File: config.mk
export PLATFORM = sky130hd
export DESIGN_NAME = two_plane_image_packet_deframer
export DESIGN_NICKNAME = d
export VERILOG_FILES = /design/src/hw/rtl/tpid_pkg.sv /design/src/hw/rtl/tpid_frame_step.sv /design/src/hw/rtl/two_plane_image_packet_deframer.sv
export SDC_FILE = /design/constraint.sdc
export NUM_CORES = 1
export LEC_CHECK = 0
export BUFFER_PORTS_ARGS = -buffer_cell sky130_fd_sc_hd__buf_4
export CAP_MARGIN = 20
export CORE_MARGIN = 2
export CORE_UTILIZATION = 51
export DETAILED_ROUTE_END_ITERATION = 10
export PLACE_DENSITY = 0.74
export SYNTH_ARGS = -nofsm -noshare
export SYNTH_HDL_FRONTEND = slang
export SYNTH_SLANG_ARGS = --single-unit
File: constraint.sdc
create_clock -name clock -period 8.6 [get_ports clock]
set_clock_uncertainty 0.05 [all_clocks]
set_input_delay 0.86 -clock clock [delete_from_list [all_inputs] [get_ports clock]]
set_output_delay 0.86 -clock clock [all_outputs]
set_load 0.03 [all_outputs]
File: src/hw/rtl/tpid_pkg.sv
// Shared types, codes and defaults for the two-plane image packet deframer.
package tpid_pkg;

   localparam int PLANE_BYTES_DEFAULT = 640 * 384 / 8;
   localparam int PLANE_BYTES_MAX     = 32768;

   localparam int BYTE_W   = 8;
   localparam int FLEN_W   = 17;
   localparam int PLEN_W   = 16;
   localparam int WADDR_W  = 15;
   localparam int STATUS_W = 3;
   localparam int CSR_IDX_W = 2;

   localparam logic [BYTE_W-1:0] SYNC_DEFAULT      = 8'hAA;
   localparam logic [BYTE_W-1:0] END_MARK_DEFAULT  = 8'hFF;
   localparam logic [BYTE_W-1:0] RED_TYPE_DEFAULT  = 8'h14;
   localparam logic [BYTE_W-1:0] MONO_TYPE_DEFAULT = 8'h25;

   // register indexes
   localparam logic [CSR_IDX_W-1:0] CSR_SYNC      = 2'd0;
   localparam logic [CSR_IDX_W-1:0] CSR_END_MARK  = 2'd1;
   localparam logic [CSR_IDX_W-1:0] CSR_RED_TYPE  = 2'd2;
   localparam logic [CSR_IDX_W-1:0] CSR_MONO_TYPE = 2'd3;

   // frame status codes
   localparam logic [STATUS_W-1:0] STATUS_OK       = 3'd0;
   localparam logic [STATUS_W-1:0] STATUS_SHORT    = 3'd1;
   localparam logic [STATUS_W-1:0] STATUS_BAD_SYNC = 3'd2;
   localparam logic [STATUS_W-1:0] STATUS_LEN_MISS = 3'd3;
   localparam logic [STATUS_W-1:0] STATUS_BAD_TYPE = 3'd4;

   // header byte positions
   localparam logic [FLEN_W-1:0] POS_SYNC     = 17'd0;
   localparam logic [FLEN_W-1:0] POS_END_MARK = 17'd1;
   localparam logic [FLEN_W-1:0] POS_TYPE     = 17'd2;
   localparam logic [FLEN_W-1:0] POS_LEN_HI   = 17'd3;
   localparam logic [FLEN_W-1:0] POS_LEN_LO   = 17'd4;
   localparam logic [FLEN_W-1:0] HDR_BYTES    = 17'd5;
   localparam logic [FLEN_W-1:0] POS_MAX      = 17'h1FFFF;

   localparam logic PLANE_RED  = 1'b0;
   localparam logic PLANE_MONO = 1'b1;

   typedef struct packed {
      logic [BYTE_W-1:0] sync_value;
      logic [BYTE_W-1:0] end_marker;
      logic [BYTE_W-1:0] red_type_code;
      logic [BYTE_W-1:0] mono_type_code;
   } cfg_type;

   typedef struct packed {
      logic [BYTE_W-1:0] rx_byte;
      logic [FLEN_W-1:0] frame_len;
      logic              frame_last;
   } item_type;

   typedef struct packed {
      logic [FLEN_W-1:0]   byte_position;
      logic                frame_end_flag;
      logic                frame_plane;
      logic [PLEN_W-1:0]   payload_length;
      logic [STATUS_W-1:0] frame_error;
   } frame_type;

   typedef struct packed {
      logic                write_valid;
      logic                plane_sel;
      logic [WADDR_W-1:0]  write_addr;
      logic [BYTE_W-1:0]   write_data;
      logic                image_done;
      logic [STATUS_W-1:0] frame_status;
   } result_type;

endpackage

File: src/hw/rtl/tpid_frame_step.sv
// Per-byte frame parse: next frame state, plane addresses and the result item.
module tpid_frame_step #(
   parameter int PLANE_BYTES = tpid_pkg::PLANE_BYTES_DEFAULT
) (
   input  tpid_pkg::cfg_type               cfg,
   input  tpid_pkg::item_type              item,
   input  tpid_pkg::frame_type             frm,
   input  logic [$clog2(PLANE_BYTES+1)-1:0] red_addr,
   input  logic [$clog2(PLANE_BYTES+1)-1:0] mono_addr,
   output tpid_pkg::frame_type             frm_next,
   output logic [$clog2(PLANE_BYTES+1)-1:0] red_addr_next,
   output logic [$clog2(PLANE_BYTES+1)-1:0] mono_addr_next,
   output tpid_pkg::result_type            res
);

   localparam int AW = $clog2(PLANE_BYTES + 1);
   localparam logic [AW-1:0] ADDR_LIMIT = AW'(PLANE_BYTES);

   logic [tpid_pkg::FLEN_W-1:0] pos;
   logic [tpid_pkg::FLEN_W-1:0] payload_end;
   logic [AW-1:0]               cur_addr;
   logic [AW-1:0]               cur_addr_inc;
   logic [tpid_pkg::STATUS_W-1:0] status;

   always_comb begin
      pos          = frm.byte_position;
      frm_next     = frm;
      red_addr_next  = red_addr;
      mono_addr_next = mono_addr;
      res          = '0;
      status       = tpid_pkg::STATUS_OK;
      payload_end  = tpid_pkg::HDR_BYTES + tpid_pkg::FLEN_W'(frm.payload_length);
      cur_addr     = (frm.frame_plane == tpid_pkg::PLANE_MONO) ? mono_addr : red_addr;
      cur_addr_inc = cur_addr + AW'(1);

      if (pos == tpid_pkg::POS_SYNC) begin
         frm_next.frame_end_flag = 1'b0;
         frm_next.frame_plane    = tpid_pkg::PLANE_RED;
         frm_next.payload_length = '0;
         if (item.frame_len < tpid_pkg::HDR_BYTES) begin
            frm_next.frame_error = tpid_pkg::STATUS_SHORT;
         end else if (item.rx_byte != cfg.sync_value) begin
            frm_next.frame_error = tpid_pkg::STATUS_BAD_SYNC;
         end else begin
            frm_next.frame_error = tpid_pkg::STATUS_OK;
         end
      end else if (pos == tpid_pkg::POS_END_MARK) begin
         frm_next.frame_end_flag = (item.rx_byte == cfg.end_marker);
      end else if (pos == tpid_pkg::POS_TYPE) begin
         if (frm.frame_error == tpid_pkg::STATUS_OK) begin
            // red wins when both codes match
            if (item.rx_byte == cfg.red_type_code) begin
               frm_next.frame_plane = tpid_pkg::PLANE_RED;
            end else if (item.rx_byte == cfg.mono_type_code) begin
               frm_next.frame_plane = tpid_pkg::PLANE_MONO;
            end else begin
               frm_next.frame_error = tpid_pkg::STATUS_BAD_TYPE;
            end
         end
      end else if (pos == tpid_pkg::POS_LEN_HI) begin
         frm_next.payload_length = {item.rx_byte, 8'h00};
      end else if (pos == tpid_pkg::POS_LEN_LO) begin
         frm_next.payload_length = {frm.payload_length[15:8], item.rx_byte};
         // length mismatch outranks unknown type
         if ((frm.frame_error == tpid_pkg::STATUS_OK ||
              frm.frame_error == tpid_pkg::STATUS_BAD_TYPE) &&
             (item.frame_len < tpid_pkg::HDR_BYTES +
                               tpid_pkg::FLEN_W'(frm_next.payload_length))) begin
            frm_next.frame_error = tpid_pkg::STATUS_LEN_MISS;
         end
      end else if (frm.frame_error == tpid_pkg::STATUS_OK && pos < payload_end) begin
         if (cur_addr < ADDR_LIMIT) begin
            res.write_valid = 1'b1;
            res.plane_sel   = frm.frame_plane;
            res.write_addr  = tpid_pkg::WADDR_W'(cur_addr);
            res.write_data  = item.rx_byte;
            if (frm.frame_plane == tpid_pkg::PLANE_MONO) begin
               mono_addr_next = cur_addr_inc;
            end else begin
               red_addr_next = cur_addr_inc;
            end
         end
      end

      if (item.frame_last) begin
         status = (pos < tpid_pkg::POS_LEN_LO) ? tpid_pkg::STATUS_SHORT
                                               : frm_next.frame_error;
         if (status == tpid_pkg::STATUS_OK && frm_next.frame_end_flag) begin
            res.image_done = 1'b1;
            red_addr_next  = '0;
            mono_addr_next = '0;
         end
         frm_next.byte_position = '0;
      end else if (pos != tpid_pkg::POS_MAX) begin
         frm_next.byte_position = pos + tpid_pkg::FLEN_W'(1);
      end

      res.frame_status = status;
   end

endmodule

File: src/hw/rtl/two_plane_image_packet_deframer.sv
// Each item is registered in the input stage, then its result in the result register.
// One item per cycle, rsp_ready permitting; frame state and plane addresses update in one pass.
// The input stage takes a new item when it is empty or its item moves on to the result register.
// Reset (synchronous, active high) empties both stages, zeroes the frame state and
// plane addresses, and loads the register defaults.
module two_plane_image_packet_deframer #(
   parameter int PLANE_BYTES = tpid_pkg::PLANE_BYTES_DEFAULT
) (
   input  logic                            clock,
   input  logic                            reset,
   input  logic                            req_valid,
   output logic                            req_ready,
   input  logic [7:0]                      req_rx_byte,
   input  logic [16:0]                     req_frame_len,
   input  logic                            req_frame_last,
   output logic                            rsp_valid,
   input  logic                            rsp_ready,
   output logic                            rsp_write_valid,
   output logic                            rsp_plane_sel,
   output logic [14:0]                     rsp_write_addr,
   output logic [7:0]                      rsp_write_data,
   output logic                            rsp_image_done,
   output logic [2:0]                      rsp_frame_status,
   input  logic                            csr_we,
   input  logic [tpid_pkg::CSR_IDX_W-1:0]  csr_index,
   input  logic [7:0]                      csr_wdata
);

   localparam int AW = $clog2(PLANE_BYTES + 1);

   tpid_pkg::cfg_type    cfg_ff;
   tpid_pkg::item_type   item_ff, item_in;
   logic                 in_valid_ff, in_valid_in;
   tpid_pkg::frame_type  frm_ff, frm_in;
   logic [AW-1:0]        red_addr_ff, red_addr_in;
   logic [AW-1:0]        mono_addr_ff, mono_addr_in;
   tpid_pkg::result_type res_ff, res_in;
   logic                 rsp_valid_ff, rsp_valid_in;
   logic                 advance;

   assign advance   = in_valid_ff && (!rsp_valid_ff || rsp_ready);
   assign req_ready = !in_valid_ff || advance;

   always_comb begin
      in_valid_in  = in_valid_ff;
      item_in      = item_ff;
      rsp_valid_in = rsp_valid_ff;
      if (advance) begin
         in_valid_in  = 1'b0;
         rsp_valid_in = 1'b1;
      end else if (rsp_valid_ff && rsp_ready) begin
         rsp_valid_in = 1'b0;
      end
      if (req_valid && req_ready) begin
         in_valid_in = 1'b1;
         item_in     = '{rx_byte: req_rx_byte, frame_len: req_frame_len,
                         frame_last: req_frame_last};
      end
   end

   tpid_frame_step #(
      .PLANE_BYTES (PLANE_BYTES)
   ) u_step (
      .cfg            (cfg_ff),
      .item           (item_ff),
      .frm            (frm_ff),
      .red_addr       (red_addr_ff),
      .mono_addr      (mono_addr_ff),
      .frm_next       (frm_in),
      .red_addr_next  (red_addr_in),
      .mono_addr_next (mono_addr_in),
      .res            (res_in)
   );

   always_ff @(posedge clock) begin
      if (reset) begin
         cfg_ff.sync_value     <= tpid_pkg::SYNC_DEFAULT;
         cfg_ff.end_marker     <= tpid_pkg::END_MARK_DEFAULT;
         cfg_ff.red_type_code  <= tpid_pkg::RED_TYPE_DEFAULT;
         cfg_ff.mono_type_code <= tpid_pkg::MONO_TYPE_DEFAULT;
      end else if (csr_we) begin
         unique case (csr_index)
            tpid_pkg::CSR_SYNC:      cfg_ff.sync_value     <= csr_wdata;
            tpid_pkg::CSR_END_MARK:  cfg_ff.end_marker     <= csr_wdata;
            tpid_pkg::CSR_RED_TYPE:  cfg_ff.red_type_code  <= csr_wdata;
            tpid_pkg::CSR_MONO_TYPE: cfg_ff.mono_type_code <= csr_wdata;
            default: ;
         endcase
      end
   end

   always_ff @(posedge clock) begin
      if (reset) begin
         in_valid_ff  <= 1'b0;
         rsp_valid_ff <= 1'b0;
         frm_ff       <= '0;
         red_addr_ff  <= '0;
         mono_addr_ff <= '0;
      end else begin
         in_valid_ff  <= in_valid_in;
         rsp_valid_ff <= rsp_valid_in;
         if (advance) begin
            frm_ff       <= frm_in;
            red_addr_ff  <= red_addr_in;
            mono_addr_ff <= mono_addr_in;
         end
      end
   end

   always_ff @(posedge clock) begin
      item_ff <= item_in;
      if (advance) begin
         res_ff <= res_in;
      end
   end

   assign rsp_valid        = rsp_valid_ff;
   assign rsp_write_valid  = res_ff.write_valid;
   assign rsp_plane_sel    = res_ff.plane_sel;
   assign rsp_write_addr   = res_ff.write_addr;
   assign rsp_write_data   = res_ff.write_data;
   assign rsp_image_done   = res_ff.image_done;
   assign rsp_frame_status = res_ff.frame_status;

endmodule

==> metrics.txt, run 1 <==
# TYPE chip_impl_metric gauge
chip_impl_metric{name="die_x",unit="um"} 131.0
chip_impl_info{name="status",value="finished, final reports clean"} 1
chip_impl_metric{name="synth_compound_area_share",unit="%"} 13.06
chip_impl_metric{name="p_leak",unit="nW"} 3.344
chip_impl_metric{name="cp.arrival",unit="ns"} 4.65
chip_impl_metric{name="cts-hold-fix-buffers",unit=""} 0
chip_impl_metric{name="grt_max_degree",unit=""} 79
chip_impl_metric{name="gr-total-overflow",unit=""} 0
chip_impl_info{name="min-delay-start",value="cfg_ff[11]"} 1
chip_impl_info{name="cts_root_buffer",value="sky130_fd_sc_hd__clkbuf_16"} 1
chip_impl_metric{name="synth_area",unit="sq mm"} 0.008219
chip_impl_info{name="startpoint",value="item_ff[18]"} 1
chip_impl_metric{name="drt_wl_total",unit="mm"} 19.15
chip_impl_metric{name="muxShareOfSynthArea",unit="%"} 2.070
chip_impl_metric{name="finish.net_count",unit=""} 995
chip_impl_metric{name="powerDensity",unit="mW/mm^2"} 181.8
chip_impl_metric{name="detailedRoute.firstIterationViolations",unit=""} 595
chip_impl_metric{name="floorplan.initialDensity",unit="%"} 51.93
chip_impl_info{name="hold_path.class",value="reg -> reg"} 1
chip_impl_metric{name="ys_warn_count",unit=""} 0
chip_impl_metric{name="areaGrowthSynthToFinish",unit="%"} 15.57
chip_impl_metric{name="fmax",unit="GHz"} 0.2310
chip_impl_metric{name="port-buffer-count",unit=""} 71
chip_impl_metric{name="dr_total_vias",unit=""} 6557
chip_impl_metric{name="synth_fa_ha_area_share",unit="%"} 6.089
chip_impl_metric{name="tightestPinTransition",unit="ns"} 0.9738
chip_impl_metric{name="finalHoldViolations",unit=""} 0
chip_impl_metric{name="fin_worst_hold_slack",unit="ns"} 0.4215
chip_impl_metric{name="drive_above_1_share",unit="%"} 13.27
chip_impl_metric{name="drt_first_pass_iters",unit=""} 7
chip_impl_metric{name="yosys.area_share.xor_xnor",unit="%"} 8.099
chip_impl_metric{name="cap_viol_max_count",unit=""} 0
chip_impl_metric{name="synth.yosys.seq_area_share",unit="%"} 44.94
chip_impl_info{name="worst_setup_path_start_kind",value="register"} 1
chip_impl_metric{name="num_antenna_cells",unit=""} 0
chip_impl_metric{name="synth_edf_count",unit=""} 55
chip_impl_metric{name="routed_wire_length_per_instance",unit="um"} 16.75
chip_impl_info{name="worstReg2RegStart",value="item_ff[18]"} 1
chip_impl_metric{name="cts-root-to-sink-buffers",unit=""} 2
chip_impl_metric{name="yosysUniqueCellTypes",unit=""} 69
chip_impl_metric{name="synth_seq_cells",unit=""} 157
chip_impl_metric{name="syn-mean-instance-area",unit="sq um"} 9.524
chip_impl_metric{name="antenna_left",unit=""} 0
chip_impl_metric{name="setup_viol_count_final",unit=""} 0
chip_impl_metric{name="async_flop_share",unit="%"} 0
chip_impl_metric{name="worst-endpoint-required",unit="ns"} 8.92
chip_impl_metric{name="core_region_area",unit="sq mm"} 0.01583
chip_impl_metric{name="postCtsSetupBuffers",unit=""} 0
chip_impl_info{name="tritoncts_clock_tree",value="done"} 1
chip_impl_metric{name="crit_path_max_incr_delay",unit="ns"} 0.81
chip_impl_metric{name="synth_simple_gate_area_share",unit="%"} 22.59
chip_impl_metric{name="critical_path.max_fanout",unit=""} 11
chip_impl_info{name="dominant_combinational_cell_family_by_area_after_synthesis",value="simple AND/OR/NAND/NOR gates"} 1
chip_impl_info{name="setup.worst_path.class",value="reg -> reg"} 1
chip_impl_metric{name="fp-row-count",unit=""} 46
chip_impl_metric{name="ios",unit=""} 72
chip_impl_info{name="end_kind",value="register"} 1
chip_impl_metric{name="tritoncts.num_buffers",unit=""} 17
chip_impl_metric{name="synth_fp_nets",unit=""} 944
chip_impl_metric{name="grt_pass1_wl",unit="mm"} 31.65
chip_impl_metric{name="place_congestion",unit=""} 0.8507
chip_impl_info{name="top_family_by_delay_on_critical_path",value="compound AO/OA/AOI/OAI gates"} 1
chip_impl_metric{name="fillCellCount",unit=""} 1310
chip_impl_info{name="crit_path_top_delay_cell",value="sky130_fd_sc_hd__o31ai_2"} 1
chip_impl_info{name="rsz_0062_raised_after_global_routing",value="no"} 1
chip_impl_metric{name="fp.dieArea",unit="sq mm"} 0.01715
chip_impl_metric{name="tns",unit="ns"} 0
chip_impl_metric{name="drt-vias-per-instance",unit=""} 5.737
chip_impl_info{name="critical_path.cell_chain",value="ha_1 -> o21ai_0 -> xor2_1 -> ha_1 -> a211oi_1 -> nand3_1 -> a221oi_1 -> o311ai_4 -> nand2_8 -> inv_6 -> o31ai_2 -> a32o_1"} 1
chip_impl_metric{name="post_cts_resized",unit=""} 0
chip_impl_info{name="synth-main-ff-cell",value="sky130_fd_sc_hd__dfxtp_1"} 1
chip_impl_metric{name="peakVddDrop",unit="V"} 0.0001629
chip_impl_metric{name="worst_slew_margin_rel",unit="%"} 34.69
chip_impl_metric{name="dp.final_hpwl",unit="mm"} 13.12
chip_impl_info{name="most_common_cell_type_on_the_critical_path",value="sky130_fd_sc_hd__ha_1"} 1
chip_impl_metric{name="drc_violations",unit=""} 0
chip_impl_metric{name="reg_clk_slew_reported_paths",unit="ns"} 0.06
chip_impl_metric{name="timing.final.crit_period",unit="ns"} 4.330
chip_impl_metric{name="grt.total_usage",unit="%"} 23.75
chip_impl_metric{name="antenna_found_initial",unit=""} 0
chip_impl_metric{name="die_height",unit="um"} 131.0
chip_impl_metric{name="cell_count_after_synthesis",unit=""} 863
chip_impl_metric{name="timing.final.crit_share",unit="%"} 50.35
chip_impl_metric{name="worst-path-buf-inv",unit=""} 1
chip_impl_metric{name="first_global_vias",unit=""} 6280
chip_impl_metric{name="finalMaxSlewViolations",unit=""} 0
chip_impl_metric{name="clkLatencyLatePin",unit="ns"} 0.43
chip_impl_metric{name="htreeDepth",unit=""} 4
chip_impl_metric{name="cts_sinks",unit=""} 157
-- cells in the final DEF, fill, tap and decap left out, types with 4 or more instances in the layout --
cell / synthesis / final
sky130_fd_sc_hd__o21ai_0: 23 / 23
sky130_fd_sc_hd__nand3b_1: 16 / 16
sky130_fd_sc_hd__and3_1: 11 / 11
sky130_fd_sc_hd__a21oi_1: 60 / 60
sky130_fd_sc_hd__a32oi_1: 5 / 5
sky130_fd_sc_hd__o2bb2ai_1: 18 / 18
sky130_fd_sc_hd__clkinv_4: 0 / 4
sky130_fd_sc_hd__clkbuf_16: 0 / 18
sky130_fd_sc_hd__nand4_1: 20 / 20
sky130_fd_sc_hd__dfxtp_1: 102 / 102
sky130_fd_sc_hd__nand2b_1: 12 / 12
sky130_fd_sc_hd__nand2_1: 106 / 106
sky130_fd_sc_hd__and2_1: 11 / 11
sky130_fd_sc_hd__or4_1: 7 / 7
sky130_fd_sc_hd__o211ai_1: 4 / 4
sky130_fd_sc_hd__nand3_1: 36 / 36
sky130_fd_sc_hd__or3_1: 10 / 10
sky130_fd_sc_hd__nor4_1: 5 / 5
sky130_fd_sc_hd__a32o_1: 4 / 4
sky130_fd_sc_hd__a211o_1: 4 / 4
sky130_fd_sc_hd__nor3b_1: 4 / 4
sky130_fd_sc_hd__mux2i_1: 17 / 17
sky130_fd_sc_hd__nor4_4: 4 / 4
sky130_fd_sc_hd__xor2_1: 25 / 25
sky130_fd_sc_hd__nor2b_1: 11 / 11
sky130_fd_sc_hd__nor3_1: 10 / 10
sky130_fd_sc_hd__ha_1: 40 / 40
sky130_fd_sc_hd__inv_1: 18 / 18
sky130_fd_sc_hd__edfxtp_1: 55 / 55
sky130_fd_sc_hd__xnor2_1: 51 / 51
sky130_fd_sc_hd__buf_4: 0 / 75
sky130_fd_sc_hd__nor2_1: 72 / 72
-- flip-flops by register name, indices dropped and copies added, names as in the netlist --
register,flops
rsp_plane_sel,1
rsp_write_addr,15
frm_ff,38
in_valid_ff,1
item_ff,26
rsp_valid,1
cfg_ff,32
rsp_frame_status,3
rsp_write_valid,1
rsp_write_data,8
rsp_image_done,1
red_addr_ff,15
mono_addr_ff,15
-- per-stage QoR --
step	total power, mW	setup WS, ns	area, sq um	utilization, %	std cells
after floorplan	0.9112	5.261	8219	-	863
final	1.727	4.270	9499	60.02	1143
after CTS	1.737	4.293	9494	59.98	1142
after detailed placement	0.9624	4.409	8877	56.09	1110
after global routing	1.781	4.002	9499	60.02	1143
after global placement	0.9597	4.492	8877	56.09	1110
-- report_power, final --
group	total, mW	internal, mW	switching, mW
sequential	0.812	0.791	0.0213
clock	0.778	0.474	0.304
combinational	0.137	0.0556	0.0812
total	1.73	1.32	0.407
-- kinds of logic (layout without fill, tap and decap cells) --
| logic type | after synthesis | count (layout) |
|---|---|---|
| mux | 17 | 17 |
| simple gates | 353 | 353 |
| compound gates | 155 | 155 |
| flops | 157 | 157 |
| buf+inv | 65 | 129 |
| fa+ha+maj | 40 | 40 |
| xor+xnor | 76 | 76 |
-- metal layers --
layer / routed length [um] / track usage, % / share of wire, %
met5: 0 / 0 / 0
met4: 458 / 8.698 / 2.4
met3: 989 / 4.682 / 5.2
met2: 8919 / 38.10 / 47
met1: 8780 / 32.01 / 46
-- final timing paths --
path	end	slack (ns)	depth (start not counted)
max reg2reg	mono_addr_ff[11]	4.27	12
max	mono_addr_ff[11]	4.27	12
min reg2reg	cfg_ff[11]	0.42	2
min	cfg_ff[11]	0.42	2
-- cell type report --
type / count / area [sq um] / area share [%]
inverter: 21 / 83.83 / 0.8825
tap: 216 / 270.3 / 2.845
clock buffer: 19 / 454.2 / 4.781
timing repair buffer: 76 / 568.0 / 5.980
sequential: 157 / 3694 / 38.88
clock inverter: 13 / 162.7 / 1.712
multi-input combinational: 641 / 4267 / 44.92
-- worst reg2reg max path: stages, from the launching register on --
cell                       delay (ns)
sky130_fd_sc_hd__edfxtp_1        0.61
sky130_fd_sc_hd__ha_1            0.36
sky130_fd_sc_hd__o21ai_0         0.30
sky130_fd_sc_hd__xor2_1          0.20
sky130_fd_sc_hd__ha_1            0.28
sky130_fd_sc_hd__a211oi_1        0.29
sky130_fd_sc_hd__nand3_1         0.11
sky130_fd_sc_hd__a221oi_1        0.64
sky130_fd_sc_hd__o311ai_4        0.21
sky130_fd_sc_hd__nand2_8         0.14
sky130_fd_sc_hd__inv_6           0.06
sky130_fd_sc_hd__o31ai_2         0.81
sky130_fd_sc_hd__a32o_1          0.22
-- cell usage after synthesis, types with 9 or more instances --
cell type,count,area [sq um]
sky130_fd_sc_hd__o2bb2ai_1,18,157.7
sky130_fd_sc_hd__nand2b_1,12,75.07
sky130_fd_sc_hd__buf_1,9,33.78
sky130_fd_sc_hd__nand3_1,36,180.2
sky130_fd_sc_hd__nand4_1,20,125.1
sky130_fd_sc_hd__and2_1,11,68.82
sky130_fd_sc_hd__dfxtp_1,102,2042
sky130_fd_sc_hd__nor3_1,10,50.05
sky130_fd_sc_hd__edfxtp_1,55,1652
sky130_fd_sc_hd__nor2_1,72,270.3
sky130_fd_sc_hd__o21ai_0,23,115.1
sky130_fd_sc_hd__mux2i_1,17,170.2
sky130_fd_sc_hd__or3_1,10,62.56
sky130_fd_sc_hd__inv_1,18,67.56
sky130_fd_sc_hd__nand2_1,106,397.9
sky130_fd_sc_hd__and3_1,11,68.82
sky130_fd_sc_hd__nor2b_1,11,68.82
sky130_fd_sc_hd__xnor2_1,51,446.7
sky130_fd_sc_hd__nand3b_1,16,120.1
sky130_fd_sc_hd__ha_1,40,500.5
sky130_fd_sc_hd__clkbuf_1,27,101.4
sky130_fd_sc_hd__a21oi_1,60,300.3
sky130_fd_sc_hd__xor2_1,25,219.0
Power figures use the tool's default switching activity.
==> run 2, diff against run 1 <==
--- a/config.mk
+++ b/config.mk
@@ -10,7 +10,7 @@
 export CORE_MARGIN = 2
 export CORE_UTILIZATION = 51
 export DETAILED_ROUTE_END_ITERATION = 10
-export PLACE_DENSITY = 0.74
+export PLACE_DENSITY = 0.77
 export SYNTH_ARGS = -nofsm -noshare
 export SYNTH_HDL_FRONTEND = slang
 export SYNTH_SLANG_ARGS = --single-unit
==> constraint.sdc (replaced) <==
create_clock -name clock -period 3.6 [get_ports clock]
set_clock_uncertainty 0.05 [all_clocks]
set_input_delay 0.36 -clock clock [delete_from_list [all_inputs] [get_ports clock]]
set_output_delay 0.36 -clock clock [all_outputs]
set_load 0.03 [all_outputs]
==> metrics.txt, run 2 (synthesis results as in run 1) <==
# TYPE chip_impl_metric gauge
chip_impl_metric{name="fp-row-count",unit=""} 46
chip_impl_metric{name="die_x",unit="um"} 131.0
chip_impl_info{name="layout_top_registers",value="frm_ff: 38 flops, cfg_ff: 32 flops, item_ff: 26 flops"} 1
chip_impl_metric{name="peakVddDrop",unit="V"} 0.0003740
chip_impl_metric{name="floorplan.initialDensity",unit="%"} 51.93
chip_impl_metric{name="grt_max_degree",unit=""} 79
chip_impl_metric{name="finalMaxSlewViolations",unit=""} 0
chip_impl_metric{name="fillCellCount",unit=""} 1363
chip_impl_metric{name="ios",unit=""} 72
chip_impl_metric{name="cap_viol_max_count",unit=""} 0
chip_impl_metric{name="core_region_area",unit="sq mm"} 0.01583
chip_impl_metric{name="port-buffer-count",unit=""} 71
chip_impl_metric{name="reg_clk_slew_reported_paths",unit="ns"} 0.06
chip_impl_metric{name="num_antenna_cells",unit=""} 0
chip_impl_metric{name="p_leak",unit="nW"} 3.464
chip_impl_metric{name="die_height",unit="um"} 131.0
chip_impl_metric{name="dr_total_vias",unit=""} 6710
chip_impl_metric{name="crit_path_max_incr_delay",unit="ns"} 0.49
chip_impl_metric{name="first_global_vias",unit=""} 6287
chip_impl_metric{name="timing.final.crit_period",unit="ns"} 3.360
chip_impl_metric{name="worst-path-buf-inv",unit=""} 2
chip_impl_metric{name="tightestPinTransition",unit="ns"} 0.7915
chip_impl_info{name="tritoncts_clock_tree",value="done"} 1
chip_impl_metric{name="tritoncts.num_buffers",unit=""} 17
chip_impl_metric{name="antenna_found_initial",unit=""} 0
chip_impl_info{name="hold_path.class",value="in -> reg"} 1
chip_impl_info{name="critical_path.cell_chain",value="nand2_1 -> nor2_1 -> nand3_1 -> nor2_1 -> nand3_1 -> ha_1 -> or4_1 -> a221oi_2 -> o221a_2 -> o211ai_4 -> inv_2 -> buf_4 -> nand2_1 -> or4_1 -> a21oi_1"} 1
chip_impl_metric{name="routed_wire_length_per_instance",unit="um"} 16.53
chip_impl_metric{name="htreeDepth",unit=""} 4
chip_impl_info{name="end_kind",value="register"} 1
chip_impl_metric{name="cp.arrival",unit="ns"} 3.66
chip_impl_metric{name="worst-endpoint-required",unit="ns"} 3.90
chip_impl_metric{name="cts_sinks",unit=""} 157
chip_impl_metric{name="grt_pass1_wl",unit="mm"} 31.35
chip_impl_info{name="top_family_by_delay_on_critical_path",value="simple AND/OR/NAND/NOR gates"} 1
chip_impl_metric{name="dp.final_hpwl",unit="mm"} 13.47
chip_impl_metric{name="drc_violations",unit=""} 0
chip_impl_metric{name="worst_slack",unit="ns"} 0.2403
chip_impl_metric{name="antenna_left",unit=""} 0
chip_impl_metric{name="fin_cells",unit=""} 1170
chip_impl_metric{name="post-layout-total-power",unit="mW"} 4.058
chip_impl_info{name="worst_setup_path_start_kind",value="register"} 1
chip_impl_metric{name="gr-total-overflow",unit=""} 0
chip_impl_metric{name="areaGrowthSynthToFinish",unit="%"} 17.81
chip_impl_metric{name="tns",unit="ns"} 0
chip_impl_info{name="most-common-layout-cells",value="sky130_fd_sc_hd__nand2_1 (106), sky130_fd_sc_hd__buf_4 (103), sky130_fd_sc_hd__dfxtp_1 (99)"} 1
chip_impl_info{name="worstReg2RegStart",value="frm_ff[14]"} 1
chip_impl_metric{name="finalHoldViolations",unit=""} 0
chip_impl_info{name="status",value="finished, final reports clean"} 1
chip_impl_info{name="startpoint",value="frm_ff[14]"} 1
chip_impl_metric{name="drive_above_1_share",unit="%"} 16.35
chip_impl_metric{name="number_of_flip_flops_in_the_largest_register",unit=""} 38
chip_impl_metric{name="placed_area",unit="sq mm"} 0.009065
chip_impl_metric{name="clkLatencyLatePin",unit="ns"} 0.43
chip_impl_metric{name="detailedRoute.firstIterationViolations",unit=""} 545
chip_impl_info{name="cts_root_buffer",value="sky130_fd_sc_hd__clkbuf_16"} 1
chip_impl_metric{name="fmax",unit="GHz"} 0.2976
chip_impl_info{name="final_common_cell",value="sky130_fd_sc_hd__nand2_1"} 1
chip_impl_info{name="min-delay-start",value="req_frame_len[0]"} 1
chip_impl_metric{name="cts-root-to-sink-buffers",unit=""} 2
chip_impl_metric{name="setup_viol_count_final",unit=""} 0
chip_impl_metric{name="timing.final.crit_share",unit="%"} 93.33
chip_impl_metric{name="grt.total_usage",unit="%"} 23.60
chip_impl_metric{name="place_congestion",unit=""} 0.8969
chip_impl_info{name="max_flop_register",value="frm_ff"} 1
chip_impl_metric{name="powerDensity",unit="mW/mm^2"} 419.1
chip_impl_info{name="setup.worst_path.class",value="reg -> reg"} 1
chip_impl_metric{name="drt-vias-per-instance",unit=""} 5.735
chip_impl_metric{name="final_area",unit="sq mm"} 0.009683
chip_impl_metric{name="place_inst",unit=""} 1135
chip_impl_metric{name="critical_path.max_fanout",unit=""} 13
chip_impl_metric{name="fp.dieArea",unit="sq mm"} 0.01715
chip_impl_info{name="crit_path_top_delay_cell",value="sky130_fd_sc_hd__dfxtp_1"} 1
chip_impl_metric{name="worst_slew_margin_rel",unit="%"} 47.23
chip_impl_metric{name="finish.net_count",unit=""} 1022
chip_impl_metric{name="drt_wl_total",unit="mm"} 19.34
chip_impl_metric{name="drt_first_pass_iters",unit=""} 5
chip_impl_metric{name="dpl_worst_slack",unit="ns"} 0.2361
[run 2: path summary, 6_finish.rpt]
check / end / slack (ns) / depth (start not counted)
hold reg to reg: cfg_ff[9] / 0.42 / 2
hold / removal: item_ff[1] / 0.06 / 1
setup reg to reg: mono_addr_ff[10] / 0.24 / 15
setup / recovery: mono_addr_ff[10] / 0.24 / 15
[run 2: per-stage QoR]
step / utilization, % / hold slack [ns]
CTS: 60.94 / 0.04557
finish: 61.18 / 0.05830
global placement: 57.27 / 0.4060
floorplan: - / 0.3944
detailed placement: 57.27 / 0.4109
global route: 61.18 / 0.04109
[run 2: where the power goes]
part           internal [mW]  total [mW]  leakage [nW]  switching (mW)
combinational          0.149       0.360          1.83           0.212
sequential              1.89        1.92          1.35          0.0335
clock                   1.05        1.78         0.283           0.730
[run 2: layout make-up]
cell class	instances	area (sq um)	area share, %
flip-flops and latches	157	3697	38.18
inverters	21	83.83	0.8657
clock buffers	20	446.7	4.613
multi-input cells	641	4278	44.18
clock inverters	12	133.9	1.383
well taps	216	270.3	2.791
repair buffers	103	773.2	7.986
[run 2: layer usage]
metal  up-vias  GRT usage (%)  part of all wire [%]
li1       3273              -                     -
met1      3199          31.07                    45
met2       212          39.20                    48
met3        26          4.805                   5.6
met4         0          7.447                   1.5
met5         -              0                     0
[run 2: timing repair]
| item | in CTS | in global routing |
|---|---|---|
| setup buffers | 0 | 3 |
| gates resized for setup | 0 | 10 |
| setup endpoints to repair | 0 | 27 |
| hold buffers | 0 | 0 |
==> run 3, diff against run 2 <==
--- a/config.mk
+++ b/config.mk
@@ -9,8 +9,11 @@
 export CAP_MARGIN = 20
 export CORE_MARGIN = 2
 export CORE_UTILIZATION = 51
+export CTS_BUF_LIST = sky130_fd_sc_hd__clkbuf_4 sky130_fd_sc_hd__clkbuf_8
 export DETAILED_ROUTE_END_ITERATION = 10
 export PLACE_DENSITY = 0.77
+export RECOVER_POWER = 50
+export REMOVE_ABC_BUFFERS = 1
 export SYNTH_ARGS = -nofsm -noshare
 export SYNTH_HDL_FRONTEND = slang
 export SYNTH_SLANG_ARGS = --single-unit
==> metrics.txt, run 3 (synthesis results as in run 1) <==
# TYPE chip_impl_metric gauge
chip_impl_info{name="status",value="complete, but fails checks"} 1
chip_impl_info{name="violations",value="max-capacitance violations"} 1
chip_impl_metric{name="grt_pass1_wl",unit="mm"} 31.84
chip_impl_info{name="cts_root_buffer",value="sky130_fd_sc_hd__clkbuf_8"} 1
chip_impl_info{name="most-common-layout-cells",value="sky130_fd_sc_hd__nand2_1 (106), sky130_fd_sc_hd__dfxtp_1 (98), sky130_fd_sc_hd__nor2_1 (70)"} 1
chip_impl_metric{name="dp.final_hpwl",unit="mm"} 13.27
chip_impl_metric{name="place_congestion",unit=""} 0.8757
chip_impl_metric{name="drt_first_pass_iters",unit=""} 5
chip_impl_metric{name="ios",unit=""} 72
chip_impl_metric{name="fmax",unit="GHz"} 0.2897
chip_impl_metric{name="first_global_vias",unit=""} 6425
chip_impl_info{name="end_kind",value="register"} 1
chip_impl_metric{name="die_height",unit="um"} 131.0
chip_impl_info{name="rsz_0062_raised_after_global_routing",value="yes"} 1
chip_impl_info{name="crit_path_top_delay_cell",value="sky130_fd_sc_hd__a221oi_1"} 1
chip_impl_metric{name="drc_violations",unit=""} 0
chip_impl_info{name="tritoncts_clock_tree",value="done"} 1
chip_impl_metric{name="drt_wl_total",unit="mm"} 19.34
chip_impl_metric{name="routed_wire_length_per_instance",unit="um"} 16.27
chip_impl_metric{name="detailedRoute.firstIterationViolations",unit=""} 557
chip_impl_metric{name="number_of_flip_flops_in_the_largest_register",unit=""} 38
chip_impl_info{name="most_common_cell_type_on_the_critical_path",value="sky130_fd_sc_hd__ha_1"} 1
chip_impl_metric{name="floorplan.initialDensity",unit="%"} 51.93
chip_impl_metric{name="antenna_found_initial",unit=""} 0
chip_impl_metric{name="htreeDepth",unit=""} 4
chip_impl_metric{name="cell_internal_pwr",unit="mW"} 2.770
chip_impl_metric{name="setup_viol_count_final",unit=""} 0
chip_impl_info{name="critical_path.cell_chain",value="ha_1 -> o21ai_0 -> xor2_1 -> ha_1 -> a211oi_1 -> nand3_1 -> a221oi_1 -> o311ai_4 -> nand2_8 -> inv_6 -> or4_1 -> o311ai_0"} 1
chip_impl_metric{name="cp.arrival",unit="ns"} 3.76
chip_impl_metric{name="fp-row-count",unit=""} 46
chip_impl_info{name="hold_path.class",value="in -> reg"} 1
chip_impl_metric{name="power_switching_share",unit="%"} 24.44
chip_impl_info{name="worstReg2RegStart",value="item_ff[18]"} 1
chip_impl_info{name="worst_setup_path_start_kind",value="register"} 1
chip_impl_metric{name="num_antenna_cells",unit=""} 0
chip_impl_metric{name="die_x",unit="um"} 131.0
chip_impl_metric{name="fillCellCount",unit=""} 1378
chip_impl_metric{name="dpl_worst_slack",unit="ns"} 0.1890
chip_impl_metric{name="tritoncts.num_buffers",unit=""} 17
chip_impl_metric{name="place_inst",unit=""} 1131
chip_impl_metric{name="fin_cells",unit=""} 1189
chip_impl_metric{name="grt_max_degree",unit=""} 79
chip_impl_info{name="reg2reg_to",value="red_addr_ff[10]"} 1
chip_impl_metric{name="dr_total_vias",unit=""} 6697
chip_impl_metric{name="timing.final.crit_share",unit="%"} 95.88
chip_impl_info{name="max_flop_register",value="frm_ff"} 1
chip_impl_metric{name="post-layout-total-power",unit="mW"} 3.666
chip_impl_metric{name="core_region_area",unit="sq mm"} 0.01583
chip_impl_info{name="layout_top_registers",value="frm_ff: 38 flops, cfg_ff: 32 flops, item_ff: 26 flops"} 1
chip_impl_metric{name="clkLatencyLatePin",unit="ns"} 0.47
chip_impl_metric{name="port-buffer-count",unit=""} 71
chip_impl_metric{name="cts-root-to-sink-buffers",unit=""} 2
chip_impl_metric{name="critical_path.max_fanout",unit=""} 10
chip_impl_info{name="worst_hold_path.endpoint",value="in_valid_ff"} 1
chip_impl_metric{name="comb_power_share",unit="%"} 9.9
chip_impl_metric{name="timing.final.crit_period",unit="ns"} 3.452
chip_impl_metric{name="rrSetupSlack",unit="ns"} 0.15
chip_impl_metric{name="final_area",unit="sq mm"} 0.009610
chip_impl_metric{name="peakVddDrop",unit="V"} 0.0003131
chip_impl_metric{name="reg_clk_slew_reported_paths",unit="ns"} 0.08
chip_impl_metric{name="fp.dieArea",unit="sq mm"} 0.01715
chip_impl_metric{name="worst_slack",unit="ns"} 0.1484
chip_impl_metric{name="cap_viol_max_count",unit=""} 1
chip_impl_metric{name="gr-total-overflow",unit=""} 0
chip_impl_metric{name="worst-endpoint-required",unit="ns"} 3.91
chip_impl_metric{name="seqPwrFrac",unit="%"} 52.4
chip_impl_metric{name="placed_area",unit="sq mm"} 0.009035
chip_impl_metric{name="antenna_left",unit=""} 0
chip_impl_metric{name="grt.total_usage",unit="%"} 23.79
chip_impl_metric{name="finish.net_count",unit=""} 1041
chip_impl_info{name="final_common_cell",value="sky130_fd_sc_hd__nand2_1"} 1
chip_impl_metric{name="cts_sinks",unit=""} 157
chip_impl_metric{name="drive_above_1_share",unit="%"} 12.44
chip_impl_metric{name="tightestPinTransition",unit="ns"} 1.498
chip_impl_metric{name="powerDensity",unit="mW/mm^2"} 381.5
chip_impl_metric{name="rr_worst_depth",unit=""} 12
chip_impl_info{name="top_family_by_delay_on_critical_path",value="compound AO/OA/AOI/OAI gates"} 1
chip_impl_metric{name="worst-path-buf-inv",unit=""} 1
chip_impl_metric{name="hold_path_cell_cnt",unit=""} 3
chip_impl_metric{name="fin_worst_hold_slack",unit="ns"} 0.06295
chip_impl_metric{name="finalMaxSlewViolations",unit=""} 0
chip_impl_metric{name="finalHoldViolations",unit=""} 0
chip_impl_metric{name="p_leak",unit="nW"} 3.335
chip_impl_metric{name="crit_path_max_incr_delay",unit="ns"} 0.56
chip_impl_metric{name="drt-vias-per-instance",unit=""} 5.632
chip_impl_metric{name="switchingPower",unit="mW"} 0.8961
chip_impl_metric{name="worst_slew_margin_rel",unit="%"} 0.1267
chip_impl_info{name="min-delay-start",value="req_valid"} 1
chip_impl_info{name="setup.worst_path.class",value="reg -> reg"} 1
chip_impl_metric{name="clkPwrFrac",unit="%"} 37.7
chip_impl_metric{name="areaGrowthSynthToFinish",unit="%"} 16.93
chip_impl_metric{name="postCtsSetupBuffers",unit=""} 0
run 3: cell count changes in the layout (fill, tap and decap cells not counted), sizes merged:
cell and delta:
inv -1, bufinv +1, buf -68, dlygate4sd3 +26
clkinv -2, clkbuf +63
run 3: power by group through the flow:
stage	registers [mW]	logic, mW	clock network, mW
floorplan	1.99	0.166	0
global placement	1.96	0.347	0
detailed placement	1.96	0.353	0
CTS	1.92	0.377	1.41
global route	1.93	0.401	1.47
finish	1.92	0.364	1.38
run 3: what timing repair did:
item	in CTS	in global routing
hold buffers	26	0
gates resized for setup	0	12
setup endpoints to repair	0	25
hold endpoints to repair	26	0
run 3: how the worst max path moves through the flow:
stage / startpoint / to / slack (ns) / depth (start not counted)
2_1_floorplan: frm_ff[6] / mono_addr_ff[11] / 0.20 / 15
3_3_place_gp: frm_ff[13] / mono_addr_ff[13] / 0.32 / 16
3_5_place_dp: frm_ff[3] / mono_addr_ff[11] / 0.19 / 17
4_1_cts: frm_ff[3] / mono_addr_ff[13] / 0.17 / 17
5_1_grt: frm_ff[7] / red_addr_ff[0] / -0.03 / 16
6_report: item_ff[18] / red_addr_ff[10] / 0.15 / 12
run 3: per-stage QoR:
step / setup TNS [ns] / utilization (%)
2_1_floorplan: 0 / -
3_5_place_dp: 0 / 57.08
3_3_place_gp: 0 / 57.08
4_1_cts: 0 / 61.35
5_1_grt: -0.05571 / 60.72
6_report: 0 / 60.72
run 3: layer usage:
layer / up-vias / share of wire [%] / global-route usage [%]
li1: 3301 / - / -
met2: 191 / 48 / 39.04
met3: 28 / 4.9 / 4.601
met5: - / 0 / 0
met1: 3177 / 45 / 31.52
met4: 0 / 1.8 / 8.323
run 3: worst reg2reg max path: cells and delay by family (launching register included):
family                     cells  cell delay (ns)
and+or+nand+nor                3             0.76
buffers and inverters          1             0.06
DFF                            1             0.44
xor gates and xnor gates       1             0.18
AOI/OAI and AO/OA              5             1.33
adders and majority gates      2             0.54
run 3: area by class of cell:
| type | instances | area, sq um | share of cell area [%] |
|---|---|---|---|
| inverter | 21 | 83.83 | 0.8723 |
| clock buffer | 22 | 277.8 | 2.890 |
| clock inverter | 10 | 137.6 | 1.432 |
| timing repair buffer | 122 | 849.6 | 8.840 |
| sequential | 157 | 3699 | 38.48 |
| tap | 216 | 270.3 | 2.812 |
| multi-input combinational | 641 | 4293 | 44.67 |
